--- src/rtl/atapio_pkg.sv ---
`timescale 1ns / 1ps

package atapio_pkg;

   // geometry
   localparam int WORDS_PER_SECTOR = 256;
   localparam int MAX_SECTORS_WIDE = 65536;
   localparam int WORD_W           = $clog2(WORDS_PER_SECTOR);
   localparam int SECT_W           = $clog2(MAX_SECTORS_WIDE) + 1;
   localparam int ADDR_W           = 48;
   localparam int QUEUE_DEPTH      = 2;
   localparam int QPTR_W           = $clog2(QUEUE_DEPTH);
   localparam int REQ_DATA_W       = 128;
   localparam int RSP_DATA_W       = 72;

   // item kinds carried in tuser
   localparam logic [1:0] OP_START_READ  = 2'd0;
   localparam logic [1:0] OP_START_WRITE = 2'd1;
   localparam logic [1:0] OP_REPLY       = 2'd2;

   // configuration register indexes
   localparam logic CSR_IO_BASE   = 1'b0;
   localparam logic CSR_SECONDARY = 1'b1;

   // task-file register offsets
   localparam logic [15:0] REG_DATA       = 16'h0000;
   localparam logic [15:0] REG_FEATURES   = 16'h0001;
   localparam logic [15:0] REG_COUNT      = 16'h0002;
   localparam logic [15:0] REG_LBA_LOW    = 16'h0003;
   localparam logic [15:0] REG_LBA_MID    = 16'h0004;
   localparam logic [15:0] REG_LBA_HIGH   = 16'h0005;
   localparam logic [15:0] REG_DEVICE     = 16'h0006;
   localparam logic [15:0] REG_CMD_STATUS = 16'h0007;

   // commands and device bytes
   localparam logic [7:0] CMD_READ_PIO      = 8'h20;
   localparam logic [7:0] CMD_WRITE_PIO     = 8'h30;
   localparam logic [7:0] CMD_READ_PIO_EXT  = 8'h24;
   localparam logic [7:0] CMD_WRITE_PIO_EXT = 8'h34;
   localparam logic [7:0] CMD_FLUSH         = 8'hE7;
   localparam logic [7:0] CMD_FLUSH_EXT     = 8'hEA;
   localparam logic [7:0] DEV_LBA28_MASTER  = 8'hE0;
   localparam logic [7:0] DEV_LBA28_SLAVE   = 8'hF0;
   localparam logic [7:0] DEV_LBA48_MASTER  = 8'h40;
   localparam logic [7:0] DEV_LBA48_SLAVE   = 8'h50;

   // status bits
   localparam logic [7:0] STATUS_BSY_ERR_MASK = 8'h81;
   localparam logic [7:0] STATUS_BSY          = 8'h80;

   // setup sequence lengths
   localparam logic [3:0] SETUP_STEPS_NARROW = 4'd7;
   localparam logic [3:0] SETUP_STEPS_WIDE   = 4'd11;

   // classified item passed from front to back
   typedef struct packed {
      logic                is_start;
      logic                is_write;
      logic                out_of_range;
      logic                wide;
      logic [ADDR_W-1:0]   lba;
      logic [SECT_W-1:0]   count_limit;
      logic [15:0]         count_bytes;
      logic [15:0]         read_data;
      logic [15:0]         fill_word;
   } cmd_type;

   // result fields other than the end marker
   typedef struct packed {
      logic                access_valid;
      logic [15:0]         port_address;
      logic                access_write;
      logic                access_wide;
      logic [15:0]         write_value;
      logic                host_word_valid;
      logic [15:0]         host_word;
      logic                fill_taken;
      logic                failed;
      logic [SECT_W-1:0]   sectors_done;
   } rsp_type;

   // port access with all other fields clear
   function automatic rsp_type make_access(input logic [15:0] base, input logic [15:0] off,
                                           input logic wr, input logic wide,
                                           input logic [15:0] val);
      rsp_type r;
      r              = '0;
      r.access_valid = 1'b1;
      r.port_address = base + off;
      r.access_write = wr;
      r.access_wide  = wide;
      r.write_value  = wr ? val : 16'h0000;
      return r;
   endfunction

endpackage

--- src/rtl/ata_pio_transfer_sequencer.sv ---
`timescale 1ns / 1ps
// A result is offered from the output register after its item has passed through the queue.
// Throughput: one item per cycle while the output is not stalled; the two-entry queue between
// classifier and sequencer and the output register keep input and output stalls apart.
// Reset (synchronous, active high): sequencer idle, queue and output empty,
// io_base back to 0x01F0 and master drive selected.

module ata_pio_transfer_sequencer
   import atapio_pkg::*;
(
   input  logic                  clock,
   input  logic                  reset,
   input  logic                  req_tvalid,
   output logic                  req_tready,
   input  logic [1:0]            req_tuser,  // opcode
   input  logic [REQ_DATA_W-1:0] req_tdata,  // lba, sector_count, read_data, fill_word
   output logic                  rsp_tvalid,
   input  logic                  rsp_tready,
   output logic                  rsp_tlast,  // done_res
   // access_valid, port_address, access_write, access_wide, write_value, host_word_valid,
   // host_word, fill_taken, failed, sectors_done, zero pad
   output logic [RSP_DATA_W-1:0] rsp_tdata,
   input  logic                  csr_we,
   input  logic                  csr_index,
   input  logic [15:0]           csr_wdata
);

   logic [15:0] io_base_ff;
   logic        secondary_ff;
   logic        q_valid;
   logic        q_pop;
   cmd_type     q_head;
   rsp_type     rsp;

   // configuration registers
   always_ff @(posedge clock) begin
      if (reset) begin
         io_base_ff   <= 16'h01F0;
         secondary_ff <= 1'b0;
      end else if (csr_we) begin
         unique case (csr_index)
            CSR_IO_BASE:   io_base_ff   <= csr_wdata;
            CSR_SECONDARY: secondary_ff <= csr_wdata[0];
            default:       io_base_ff   <= io_base_ff;
         endcase
      end
   end

   atapio_front u_front (
      .clock      (clock),
      .reset      (reset),
      .req_tvalid (req_tvalid),
      .req_tready (req_tready),
      .req_tuser  (req_tuser),
      .req_tdata  (req_tdata),
      .q_valid    (q_valid),
      .q_head     (q_head),
      .q_pop      (q_pop)
   );

   atapio_back u_back (
      .clock           (clock),
      .reset           (reset),
      .io_base         (io_base_ff),
      .secondary_drive (secondary_ff),
      .q_valid         (q_valid),
      .q_head          (q_head),
      .q_pop           (q_pop),
      .rsp_valid       (rsp_tvalid),
      .rsp_last        (rsp_tlast),
      .rsp_data        (rsp),
      .rsp_ready       (rsp_tready)
   );

   // result packing, first field in the lowest bits
   assign rsp_tdata = {1'b0, rsp.sectors_done, rsp.failed, rsp.fill_taken, rsp.host_word,
                       rsp.host_word_valid, rsp.write_value, rsp.access_wide,
                       rsp.access_write, rsp.port_address, rsp.access_valid};

   // a failure is always the end of a transfer
   assert property (@(posedge clock) disable iff (reset)
      rsp_tvalid && rsp.failed |-> rsp_tlast)
      else $error("failed result without end of transfer");

   // the end of a transfer carries no port access
   assert property (@(posedge clock) disable iff (reset)
      rsp_tvalid && rsp_tlast |-> !rsp.access_valid)
      else $error("port access issued with end of transfer");

   // input held off only while the queue holds items
   assert property (@(posedge clock) disable iff (reset)
      !req_tready |-> q_valid)
      else $error("input stalled with empty queue");

   // a word handed to the host always comes from a data-port read
   assert property (@(posedge clock) disable iff (reset)
      rsp_tvalid && rsp.host_word_valid |-> !rsp.fill_taken)
      else $error("host word and fill word in the same result");

endmodule

--- src/rtl/atapio_front.sv ---
`timescale 1ns / 1ps

module atapio_front
   import atapio_pkg::*;
(
   input  logic                  clock,
   input  logic                  reset,
   input  logic                  req_tvalid,
   output logic                  req_tready,
   input  logic [1:0]            req_tuser,
   input  logic [REQ_DATA_W-1:0] req_tdata,
   output logic                  q_valid,
   output cmd_type               q_head,
   input  logic                  q_pop
);

   logic [63:0]       lba;
   logic [31:0]       cnt;
   logic              accept;
   logic              push;
   cmd_type           cmd;
   cmd_type           queue_ff [QUEUE_DEPTH];
   logic [QPTR_W-1:0] wr_ptr_ff, wr_ptr_in;
   logic [QPTR_W-1:0] rd_ptr_ff, rd_ptr_in;
   logic [QPTR_W:0]   count_ff, count_in;

   assign lba = req_tdata[63:0];
   assign cnt = req_tdata[95:64];

   // classify the item: mode, range check, clamped count, count register bytes
   always_comb begin
      cmd              = '0;
      cmd.is_start     = (req_tuser == OP_START_READ) || (req_tuser == OP_START_WRITE);
      cmd.is_write     = (req_tuser == OP_START_WRITE);
      cmd.wide         = (lba[63:28] != '0) || (cnt > 32'd256);
      cmd.out_of_range = (lba[63:48] != '0);
      cmd.lba          = lba[ADDR_W-1:0];
      cmd.count_limit  = (cnt > 32'(MAX_SECTORS_WIDE)) ? SECT_W'(MAX_SECTORS_WIDE)
                                                       : cnt[SECT_W-1:0];
      if (cmd.wide) begin
         cmd.count_bytes = (cnt > 32'd65535) ? 16'h0000 : cnt[15:0];
      end else begin
         cmd.count_bytes = (cnt > 32'd255) ? 16'h0000 : {8'h00, cnt[7:0]};
      end
      cmd.read_data    = req_tdata[111:96];
      cmd.fill_word    = req_tdata[127:112];
   end

   // items of no meaning are dropped on acceptance
   assign req_tready = (count_ff != (QPTR_W+1)'(QUEUE_DEPTH));
   assign accept     = req_tvalid && req_tready;
   assign push       = accept && (cmd.is_start || (req_tuser == OP_REPLY));

   assign q_valid = (count_ff != '0);
   assign q_head  = queue_ff[rd_ptr_ff];

   // queue pointers
   always_comb begin
      wr_ptr_in = push ? wr_ptr_ff + QPTR_W'(1) : wr_ptr_ff;
      rd_ptr_in = q_pop ? rd_ptr_ff + QPTR_W'(1) : rd_ptr_ff;
      count_in  = count_ff + (QPTR_W+1)'(push) - (QPTR_W+1)'(q_pop);
   end

   always_ff @(posedge clock) begin
      if (reset) begin
         wr_ptr_ff <= '0;
         rd_ptr_ff <= '0;
         count_ff  <= '0;
      end else begin
         wr_ptr_ff <= wr_ptr_in;
         rd_ptr_ff <= rd_ptr_in;
         count_ff  <= count_in;
      end
   end

   // queue storage
   always_ff @(posedge clock) begin
      if (push) begin
         queue_ff[wr_ptr_ff] <= cmd;
      end
   end

endmodule

--- src/rtl/atapio_back.sv ---
`timescale 1ns / 1ps

module atapio_back
   import atapio_pkg::*;
(
   input  logic        clock,
   input  logic        reset,
   input  logic [15:0] io_base,
   input  logic        secondary_drive,
   input  logic        q_valid,
   input  cmd_type     q_head,
   output logic        q_pop,
   output logic        rsp_valid,
   output logic        rsp_last,
   output rsp_type     rsp_data,
   input  logic        rsp_ready
);

   typedef enum logic [2:0] {
      PH_IDLE,
      PH_SETUP,
      PH_POLL,
      PH_DATA,
      PH_FLUSH
   } phase_type;

   // setup step codes, LBA28 sequence
   localparam logic [3:0] N_DEVICE   = 4'd0;
   localparam logic [3:0] N_FEATURES = 4'd1;
   localparam logic [3:0] N_COUNT    = 4'd2;
   localparam logic [3:0] N_LBA0     = 4'd3;
   localparam logic [3:0] N_LBA1     = 4'd4;
   localparam logic [3:0] N_LBA2     = 4'd5;
   // setup step codes, LBA48 sequence
   localparam logic [3:0] W_DEVICE   = 4'd0;
   localparam logic [3:0] W_FEATURES = 4'd1;
   localparam logic [3:0] W_COUNT_HI = 4'd2;
   localparam logic [3:0] W_LBA3     = 4'd3;
   localparam logic [3:0] W_LBA4     = 4'd4;
   localparam logic [3:0] W_LBA5     = 4'd5;
   localparam logic [3:0] W_COUNT_LO = 4'd6;
   localparam logic [3:0] W_LBA0     = 4'd7;
   localparam logic [3:0] W_LBA1     = 4'd8;
   localparam logic [3:0] W_LBA2     = 4'd9;

   phase_type         phase_ff, phase_in;
   logic [3:0]        step_ff, step_in;
   logic              is_write_ff, is_write_in;
   logic              wide_ff, wide_in;
   logic [ADDR_W-1:0] addr_ff, addr_in;
   logic [SECT_W-1:0] limit_ff, limit_in;
   logic [15:0]       cbytes_ff, cbytes_in;
   logic [SECT_W-1:0] sector_ff, sector_in;
   logic [WORD_W-1:0] word_ff, word_in;
   logic              rsp_valid_ff, rsp_valid_in;
   logic              rsp_last_ff, rsp_last_in;
   rsp_type           rsp_data_ff, rsp_data_in;

   logic              out_free;
   logic              has_res;
   logic              res_done;
   rsp_type           res;
   logic [3:0]        step_next;
   logic [SECT_W-1:0] sector_next;
   logic [7:0]        status;

   // one task-file write of the setup sequence
   function automatic rsp_type setup_access(input logic [15:0] base, input logic sec,
                                            input logic [3:0] step, input logic wide,
                                            input logic wr, input logic [ADDR_W-1:0] a,
                                            input logic [15:0] cb);
      logic [15:0] off;
      logic [7:0]  val;
      off = REG_CMD_STATUS;
      val = 8'h00;
      if (!wide) begin
         unique case (step)
            N_DEVICE: begin
               off = REG_DEVICE;
               val = (sec ? DEV_LBA28_SLAVE : DEV_LBA28_MASTER) | {4'h0, a[27:24]};
            end
            N_FEATURES: begin off = REG_FEATURES; val = 8'h00;     end
            N_COUNT:    begin off = REG_COUNT;    val = cb[7:0];   end
            N_LBA0:     begin off = REG_LBA_LOW;  val = a[7:0];    end
            N_LBA1:     begin off = REG_LBA_MID;  val = a[15:8];   end
            N_LBA2:     begin off = REG_LBA_HIGH; val = a[23:16];  end
            default: begin
               off = REG_CMD_STATUS;
               val = wr ? CMD_WRITE_PIO : CMD_READ_PIO;
            end
         endcase
      end else begin
         unique case (step)
            W_DEVICE: begin
               off = REG_DEVICE;
               val = sec ? DEV_LBA48_SLAVE : DEV_LBA48_MASTER;
            end
            W_FEATURES: begin off = REG_FEATURES; val = 8'h00;     end
            W_COUNT_HI: begin off = REG_COUNT;    val = cb[15:8];  end
            W_LBA3:     begin off = REG_LBA_LOW;  val = a[31:24];  end
            W_LBA4:     begin off = REG_LBA_MID;  val = a[39:32];  end
            W_LBA5:     begin off = REG_LBA_HIGH; val = a[47:40];  end
            W_COUNT_LO: begin off = REG_COUNT;    val = cb[7:0];   end
            W_LBA0:     begin off = REG_LBA_LOW;  val = a[7:0];    end
            W_LBA1:     begin off = REG_LBA_MID;  val = a[15:8];   end
            W_LBA2:     begin off = REG_LBA_HIGH; val = a[23:16];  end
            default: begin
               off = REG_CMD_STATUS;
               val = wr ? CMD_WRITE_PIO_EXT : CMD_READ_PIO_EXT;
            end
         endcase
      end
      return make_access(base, off, 1'b1, 1'b0, {8'h00, val});
   endfunction

   // a head item is taken whenever the output register can take its result
   assign out_free = !rsp_valid_ff || rsp_ready;
   assign q_pop    = q_valid && out_free;

   assign step_next   = step_ff + 4'd1;
   assign sector_next = sector_ff + SECT_W'(1);
   assign status      = q_head.read_data[7:0];

   // sequencer: next access or end of transfer for the head item
   always_comb begin
      phase_in    = phase_ff;
      step_in     = step_ff;
      is_write_in = is_write_ff;
      wide_in     = wide_ff;
      addr_in     = addr_ff;
      limit_in    = limit_ff;
      cbytes_in   = cbytes_ff;
      sector_in   = sector_ff;
      word_in     = word_ff;
      has_res     = 1'b0;
      res_done    = 1'b0;
      res         = '0;

      if (q_head.is_start) begin
         if (phase_ff == PH_IDLE) begin
            has_res     = 1'b1;
            is_write_in = q_head.is_write;
            wide_in     = q_head.wide;
            if (q_head.out_of_range) begin
               res_done   = 1'b1;
               res.failed = 1'b1;
            end else begin
               addr_in   = q_head.lba;
               limit_in  = q_head.count_limit;
               cbytes_in = q_head.count_bytes;
               sector_in = '0;
               word_in   = '0;
               step_in   = '0;
               phase_in  = PH_SETUP;
               res = setup_access(io_base, secondary_drive, 4'd0, q_head.wide,
                                  q_head.is_write, q_head.lba, q_head.count_bytes);
            end
         end
      end else begin
         case (phase_ff)
            PH_SETUP: begin
               has_res = 1'b1;
               step_in = step_next;
               if (step_next < (wide_ff ? SETUP_STEPS_WIDE : SETUP_STEPS_NARROW)) begin
                  res = setup_access(io_base, secondary_drive, step_next, wide_ff,
                                     is_write_ff, addr_ff, cbytes_ff);
               end else if (sector_ff >= limit_ff) begin
                  res_done         = 1'b1;
                  res.sectors_done = limit_ff;
                  phase_in         = PH_IDLE;
               end else begin
                  res      = make_access(io_base, REG_CMD_STATUS, 1'b0, 1'b0, 16'h0000);
                  phase_in = PH_POLL;
               end
            end
            PH_POLL: begin
               has_res = 1'b1;
               if ((status & STATUS_BSY_ERR_MASK) == STATUS_BSY) begin
                  res = make_access(io_base, REG_CMD_STATUS, 1'b0, 1'b0, 16'h0000);
               end else if ((status == 8'h00) || status[0]) begin
                  res_done         = 1'b1;
                  res.failed       = 1'b1;
                  res.sectors_done = sector_ff;
                  phase_in         = PH_IDLE;
               end else begin
                  word_in  = '0;
                  phase_in = PH_DATA;
                  res = make_access(io_base, REG_DATA, is_write_ff, 1'b1, q_head.fill_word);
                  res.fill_taken = is_write_ff;
               end
            end
            PH_DATA: begin
               has_res = 1'b1;
               word_in = word_ff + WORD_W'(1);
               if (word_ff != WORD_W'(WORDS_PER_SECTOR - 1)) begin
                  res = make_access(io_base, REG_DATA, is_write_ff, 1'b1, q_head.fill_word);
                  res.fill_taken = is_write_ff;
               end else if (is_write_ff) begin
                  res = make_access(io_base, REG_CMD_STATUS, 1'b1, 1'b0,
                                    {8'h00, wide_ff ? CMD_FLUSH_EXT : CMD_FLUSH});
                  phase_in = PH_FLUSH;
               end else begin
                  sector_in = sector_next;
                  if (sector_next >= limit_ff) begin
                     res_done         = 1'b1;
                     res.sectors_done = limit_ff;
                     phase_in         = PH_IDLE;
                  end else begin
                     res      = make_access(io_base, REG_CMD_STATUS, 1'b0, 1'b0, 16'h0000);
                     phase_in = PH_POLL;
                  end
               end
               // read words go to the host with whatever access follows
               if (!is_write_ff) begin
                  res.host_word_valid = 1'b1;
                  res.host_word       = q_head.read_data;
               end
            end
            PH_FLUSH: begin
               has_res   = 1'b1;
               sector_in = sector_next;
               if (sector_next >= limit_ff) begin
                  res_done         = 1'b1;
                  res.sectors_done = limit_ff;
                  phase_in         = PH_IDLE;
               end else begin
                  res      = make_access(io_base, REG_CMD_STATUS, 1'b0, 1'b0, 16'h0000);
                  phase_in = PH_POLL;
               end
            end
            default: begin
               has_res = 1'b0;
            end
         endcase
      end
   end

   // output register
   always_comb begin
      rsp_valid_in = rsp_valid_ff;
      rsp_last_in  = rsp_last_ff;
      rsp_data_in  = rsp_data_ff;
      if (q_pop) begin
         rsp_valid_in = has_res;
         rsp_last_in  = res_done;
         rsp_data_in  = res;
      end else if (rsp_ready) begin
         rsp_valid_in = 1'b0;
      end
   end

   // state and registered outputs
   always_ff @(posedge clock) begin
      if (reset) begin
         phase_ff     <= PH_IDLE;
         step_ff      <= '0;
         is_write_ff  <= 1'b0;
         wide_ff      <= 1'b0;
         sector_ff    <= '0;
         word_ff      <= '0;
         rsp_valid_ff <= 1'b0;
      end else begin
         rsp_valid_ff <= rsp_valid_in;
         if (q_pop) begin
            phase_ff    <= phase_in;
            step_ff     <= step_in;
            is_write_ff <= is_write_in;
            wide_ff     <= wide_in;
            sector_ff   <= sector_in;
            word_ff     <= word_in;
            addr_ff     <= addr_in;
            limit_ff    <= limit_in;
            cbytes_ff   <= cbytes_in;
         end
      end
      rsp_last_ff <= rsp_last_in;
      rsp_data_ff <= rsp_data_in;
   end

   assign rsp_valid = rsp_valid_ff;
   assign rsp_last  = rsp_last_ff;
   assign rsp_data  = rsp_data_ff;

endmodule
--- config.mk ---
export PLATFORM = sky130hd
export DESIGN_NAME = ata_pio_transfer_sequencer
export DESIGN_NICKNAME = d
export VERILOG_FILES = /design/src/rtl/atapio_pkg.sv /design/src/rtl/ata_pio_transfer_sequencer.sv /design/src/rtl/atapio_front.sv /design/src/rtl/atapio_back.sv
export SDC_FILE = /design/constraint.sdc
export NUM_CORES = 1
export LEC_CHECK = 0
export ABC_AREA = 1
export BUFFER_PORTS_ARGS = -buffer_cell sky130_fd_sc_hd__buf_2
export CAP_MARGIN = 20
export CORE_ASPECT_RATIO = 0.8
export CORE_MARGIN = 2
export CORE_UTILIZATION = 60
export DETAILED_ROUTE_END_ITERATION = 10
export PLACE_DENSITY = 0.81
export SLEW_MARGIN = 5
export SYNTH_ARGS = -nofsm -noshare
export SYNTH_HDL_FRONTEND = slang
export SYNTH_HIERARCHICAL = 1
export SYNTH_SLANG_ARGS = --single-unit
--- constraint.sdc ---
create_clock -name clock -period 16.18 [get_ports clock]
set_input_delay 1.618 -clock clock [delete_from_list [all_inputs] [get_ports clock]]
set_output_delay 1.618 -clock clock [all_outputs]
set_load 0.02 [all_outputs]
==> impl_metrics.ini, run 1 <==
[synthesis]
ys_async_sr_fraction_pct = 0
netlist_instances = 2179
synth_nets = 2384
yosysSeqAreaShare_pct = 59.0
ys_ff_latch = 444
synth_edf_count = 387
ys.flop_type = edfxtp_1
avgSynthCellArea_um2 = 9.93
synth-warning-count = 6
synth_cell_types = 47
synth_area_um2 = 21600

[clock_network]
post_cts_buffers = 0
cts.sink_count = 444
clkTransAtPathRegs_ns = 0.07
clk_latency_ns = 0.56
hold_buffers = 0
htreeDepth = 2
root_buffer = clkbuf_16
clockBufferDepth = 3
cts_inserted_buffers = 43
cts_tree = built
cts_resized = 0

[power_and_ir_drop]
p_leak_nw = 10.4
ir_worst_vdd_mv = 0.133
power.density_nw_per_um2 = 149

[hold_path]
hp-class = reg -> reg
min_to = u_back/word_ff[1]
worstHoldStart = u_back/word_ff[1]
min_path_cells = 2

[critical_path]
cp.required_ns = 16.35
crit_type = reg -> reg
rr_worst_depth = 8
worst_ep_arrival_time_ns = 4.94
r2r-end = u_back/addr_ff[7]
rrSetupSlack_ns = 11.41
cp-start-kind = flop
path_max_fanout = 81
endpoint_kind = flop

[floorplanning]
die_h_um = 174
io_pins = 227
core_area_um2 = 35700
die_area_um2 = 37600
rows = 62
die_w_um = 216
initial_utilization_pct = 60.7

[final_layout]
diodes = 0
regArea_um2 = 12800
fin_nets = 2607
finalInstanceArea_um2 = 24600
fillers = 2655
layout-drive-gt1-share_pct = 19.2
syn_to_final_growth_pct = 13.7
multi_input_area_um2 = 7660

[place]
portBuffers = 225
dpl_worst_slack_ns = 11.55
dpl-instance-area_um2 = 23100
place_congestion = 0.951
hpwlAfterDp_um = 38300

[timing]
fmax_mhz = 210
drv_slew = 0
tns_ns = 0
finalCritPeriodShare_pct = 29.5
setup_viol_count_final = 0
finalHoldViolations = 0
min_period_ns = 4.77
clock_skew_ns = 0.0180
rsz0062_at_grt = no
worst_pin_slew_ns = 1.16
fin_ws_ns = 11.41
slew_headroom_pct = 22.1
whs_ns = 0.495

[global_route]
grt_use_total_pct = 28.9
grt_pass1_wl_um = 84600
grt_overflow = 0
grt_max_degree = 85
antenna_found_initial = 0
grt_pass1_vias = 15587

[flow_run]
drv_cap = 0

[routing]
antenna_left = 0
drc = 0
drt_first_pass_iters = 8
num_vias = 16379
wirelength_um = 54800
drt-initial-drc-count = 1861
avgViaCountPerCell = 5.63
routedWlPerCell_um = 18.8

[status]
status = finished clean
[flip-flops by register name (all words and copies together) (netlist names), named ones only]
register	count
u_back/word_ff	8
u_back/is_write_ff	1
u_back/rsp_last	1
u_back/limit_ff	17
u_front/rd_ptr_ff	1
u_back/sector_ff	17
u_front/wr_ptr_ff	1
u_front/queue_ff	234
secondary_ff	1
u_back/addr_ff	48
u_back/rsp_data	71
u_back/wide_ff	1
u_back/rsp_valid	1
u_back/cbytes_ff	16
u_back/phase_ff	3
io_base_ff	16
u_front/count_ff	2
u_back/step_ff	4
[layer usage]
metal	up-vias	routed length, um	track usage (%)
met1	7783	22900	40.3
li1	7757	-	-
met3	134	3970	4.14
met2	705	25900	46.4
met5	-	0	0
met4	0	1990	11.3
[worst max-delay path: stages, from the launching register on]
cell,delay [ns]
dfxtp_4,0.78
mux2_2,0.54
inv_1,0.11
nor2_1,0.17
inv_1,0.08
nor2_1,0.87
clkinv_1,0.68
nor3_2,0.25
buf_4,0.79
[through the flow]
stage,utilization [%],std cells,total power [mW]
4_1_cts,68.8,2909,3.66
6_report,69.0,2911,3.66
3_5_place_dp,64.9,2835,2.65
3_3_place_gp,64.9,2835,2.62
2_1_floorplan,-,2179,2.33
5_1_grt,69.0,2911,3.84
[area by class of cell]
type,count,share of cell area [%]
Clock buffer,50,4.52
Clock inverter,24,1.18
Inverter,240,3.68
Multi-Input combinational cell,1434,31.1
Sequential cell,444,51.9
Tap cell,480,2.44
Timing Repair Buffer,239,5.17
[worst max-delay path by stage]
| stage | from | endpoint | slack [ns] | cells after the start |
|---|---|---|---|---|
| 3_5_place_dp | flop | u_back/addr_ff[39] | 11.55 | 8 |
| 5_1_grt | flop | u_back/addr_ff[38] | 11.19 | 8 |
| 3_3_place_gp | flop | u_back/addr_ff[16] | 11.70 | 8 |
| 6_report | flop | u_back/addr_ff[7] | 11.41 | 8 |
| 2_1_floorplan | reset | u_back/addr_ff[0] | 8.00 | 3 |
| 4_1_cts | flop | u_back/addr_ff[2] | 11.49 | 8 |
[kinds of logic (layout without fill, tap and decap cells)]
family          count (synthesis)  after routing  share of synthesized area (%)
flops                         444            444                           59.0
simple gates                 1045           1045                           20.1
compound gates                197            197                           5.10
mux                           117            117                           6.09
xor+xnor                       21             21                          0.884
other cells                     1              1                         0.0173
buf+inv                       301            553                           5.76
fa+ha+maj                      53             53                           3.10
[Yosys cell counts (all sizes together) (3+ instances only)]
| cell type | count | area [um^2] |
|---|---|---|
| a21oi | 77 | 389 |
| nor2 | 281 | 1160 |
| clkinv | 3 | 11.3 |
| inv | 237 | 892 |
| ha | 52 | 651 |
| dfxtp | 57 | 1140 |
| nor3 | 23 | 125 |
| edfxtp | 387 | 11600 |
| xnor2 | 6 | 52.6 |
| o21ai | 72 | 360 |
| buf | 33 | 239 |
| xor2 | 15 | 139 |
| a211oi | 10 | 75.1 |
| o21bai | 10 | 75.1 |
| mux2 | 117 | 1320 |
| o211ai | 13 | 97.6 |
| nand3 | 134 | 681 |
| nand4 | 21 | 138 |
| clkbuf | 28 | 105 |
| nand2 | 575 | 2170 |
| a31oi | 5 | 31.3 |
| nand3b | 6 | 45.0 |
| a22oi | 6 | 45.0 |
[cell usage in the layout, fill, tap and decap left out, drive strengths merged, types with 57 or more instances in the layout]
master / count
inv: 238
o21ai: 72
nand2: 575
a21oi: 77
buf: 239
dfxtp: 57
nor2: 281
nand3: 134
edfxtp: 387
mux2: 117
[where the power goes]
part	internal (mW)	switching, mW
sequential	1.48	0.0979
combinational	0.348	0.728
clock	0.589	0.421
Power figures use the tool's default switching activity.
==> run 2, diff against run 1 <==
--- a/config.mk
+++ b/config.mk
@@ -10,9 +10,9 @@
 export CAP_MARGIN = 20
 export CORE_ASPECT_RATIO = 0.8
 export CORE_MARGIN = 2
-export CORE_UTILIZATION = 60
+export CORE_UTILIZATION = 59
 export DETAILED_ROUTE_END_ITERATION = 10
-export PLACE_DENSITY = 0.81
+export PLACE_DENSITY = 0.8
 export SLEW_MARGIN = 5
 export SYNTH_ARGS = -nofsm -noshare
 export SYNTH_HDL_FRONTEND = slang
==> constraint.sdc (replaced) <==
create_clock -name clock -period 5 [get_ports clock]
set_input_delay 0.5 -clock clock [delete_from_list [all_inputs] [get_ports clock]]
set_output_delay 0.5 -clock clock [all_outputs]
set_load 0.02 [all_outputs]
==> impl_metrics.ini, run 2 (synthesis gave the netlist of run 1 again) <==
[clock_network]
clkTransAtPathRegs_ns = 0.07
cts_resized = 0
cts_tree = built
hold_buffers = 0
root_buffer = clkbuf_16
cts_inserted_buffers = 43
clockBufferDepth = 3
htreeDepth = 2
post_cts_buffers = 0
clk_latency_ns = 0.54
cts.sink_count = 444

[global_route]
grt_max_degree = 82
grt_overflow = 0
antenna_found_initial = 2
grt_pass1_vias = 15810
grt_pass1_wl_um = 87700
grt_use_total_pct = 30.0

[floorplanning]
die_h_um = 175
io_pins = 227
core_area_um2 = 36000
die_w_um = 218
die_area_um2 = 38200
rows = 62
initial_utilization_pct = 60.1

[routing]
wl_met3_um = 5220
drt-met1-wl_um = 25100
drt_first_pass_iters = 6
drc = 0
drt-initial-drc-count = 1720
avgViaCountPerCell = 5.64
wl_met2_um = 25400
antenna_left = 0
wirelength_um = 57600
routedWlPerCell_um = 19.7
num_vias = 16494
topRoutingLayerUsed = met4

[timing]
finalHoldViolations = 0
clock_skew_ns = 0.0183
drv_slew = 0
setup_viol_count_final = 0
min_period_ns = 4.11
tns_ns = 0
finalCritPeriodShare_pct = 82.3
fmax_mhz = 243
slew_headroom_pct = 32.5
worst_pin_slew_ns = 1.01
rsz0062_at_grt = no

[final_layout]
layout-drive-gt1-share_pct = 19.2
syn_to_final_growth_pct = 13.4
fin_nets = 2613
largest-register = u_front/queue_ff
final_cells = 2922
final_common_cell = nand2_1
largest_register_ffs = 234
mostFrequentLayoutCells = nand2_1 (574), edfxtp_1 (387), nor2_1 (251)

[critical_path]
critPathMostFrequentCell = nand2_1
path_max_fanout = 7
cp.required_ns = 5.30
critPathMaxStageDelay_ns = 0.43
worst_ep_arrival_time_ns = 4.41
crit_type = reg -> reg
endpoint_kind = flop
worstPathCellList = ha_1 > xor2_2 > nor2_1 > o21ai_0 > nand2_1 > nor2_2 > o31ai_1 > nand4_1 > ha_1 > inv_1 > fa_1 > inv_1 > nand2_1 > nand2_1 > nand2_1 > nor2_1 > nand2_1 > o21ai_0 > a21oi_1 > nand3_1 > nand3_1 > nand2_1 > nand2_1
crit_slowest_cell = dfxtp_1
cp-start-kind = flop

[power_and_ir_drop]
power.switching_mw = 4.14
clkPwrFrac_pct = 25.8
internal_power_mw = 7.61
switching_share_pct = 35.2
p_seq_share_pct = 43.2
combPwrFrac_pct = 31.1
power.density_nw_per_um2 = 479
ir_worst_vdd_mv = 0.384
p_leak_nw = 10.3

[place]
dp.cells = 2843
portBuffers = 225
hpwlAfterDp_um = 40600
place_congestion = 0.978

[status]
status = finished clean

[hold_path]
hp-class = in -> reg

[flow_run]
drv_cap = 0
[run 2: worst max-delay path: cells and delay by family, from the launching register on]
kind | cells | cell delay (ns)
compound gates | 4 | 0.56
xor+xnor | 1 | 0.39
fa+ha+maj | 3 | 0.86
buf+inv | 2 | 0.13
flops | 1 | 0.43
simple gates | 13 | 1.49
[run 2: area by class of cell]
cell class | count | area (um^2)
flip-flops and latches | 444 | 12800
fillers | 2756 | 11400
multi-input cells | 1434 | 7670
repair buffers | 245 | 1310
clock buffers | 58 | 1150
inverters | 240 | 905
well taps | 480 | 601
clock inverters | 19 | 131
diodes | 2 | 5.00
[run 2: metal layers]
layer  global-route usage (%)  vias up
met5                        0        -
met2                     45.8      759
met1                     43.8     7823
met3                     5.11      127
li1                         -     7785
met4                     10.5        0
[run 2: path summary, 6_finish.rpt]
check | from | to | slack [ns] | cells past startpoint
worst min-delay path | req_tdata[19] | u_front/queue_ff[0][84] | 0.14 | 1
worst min register to register | u_back/step_ff[3] | u_back/step_ff[3] | 0.49 | 2
worst max-delay path | u_back/step_ff[1] | u_back/rsp_data[62] | 0.89 | 23
worst max register to register | u_back/step_ff[1] | u_back/rsp_data[62] | 0.89 | 23
[run 2: through the flow]
step	hold WS [ns]	power (mW)	area, um^2	worst slack, ns	utilization [%]
2_1_floorplan	0.424	7.51	21700	0.753	-
3_3_place_gp	0.473	8.67	23300	1.12	64.6
3_5_place_dp	0.481	8.71	23300	0.951	64.6
4_1_cts	0.127	11.8	24500	0.907	68.2
5_1_grt	0.131	12.3	24500	0.547	68.2
6_report	0.145	11.8	24500	0.886	68.2
[run 2: power groups by stage]
stage	combinational (mW)	clock, mW	sequential, mW
final	3.65	3.03	5.07
after global routing	3.93	3.21	5.13
after CTS	3.60	3.08	5.07
after detailed placement	3.57	0	5.14
after global placement	3.54	0	5.12
after floorplan	2.11	0	5.40
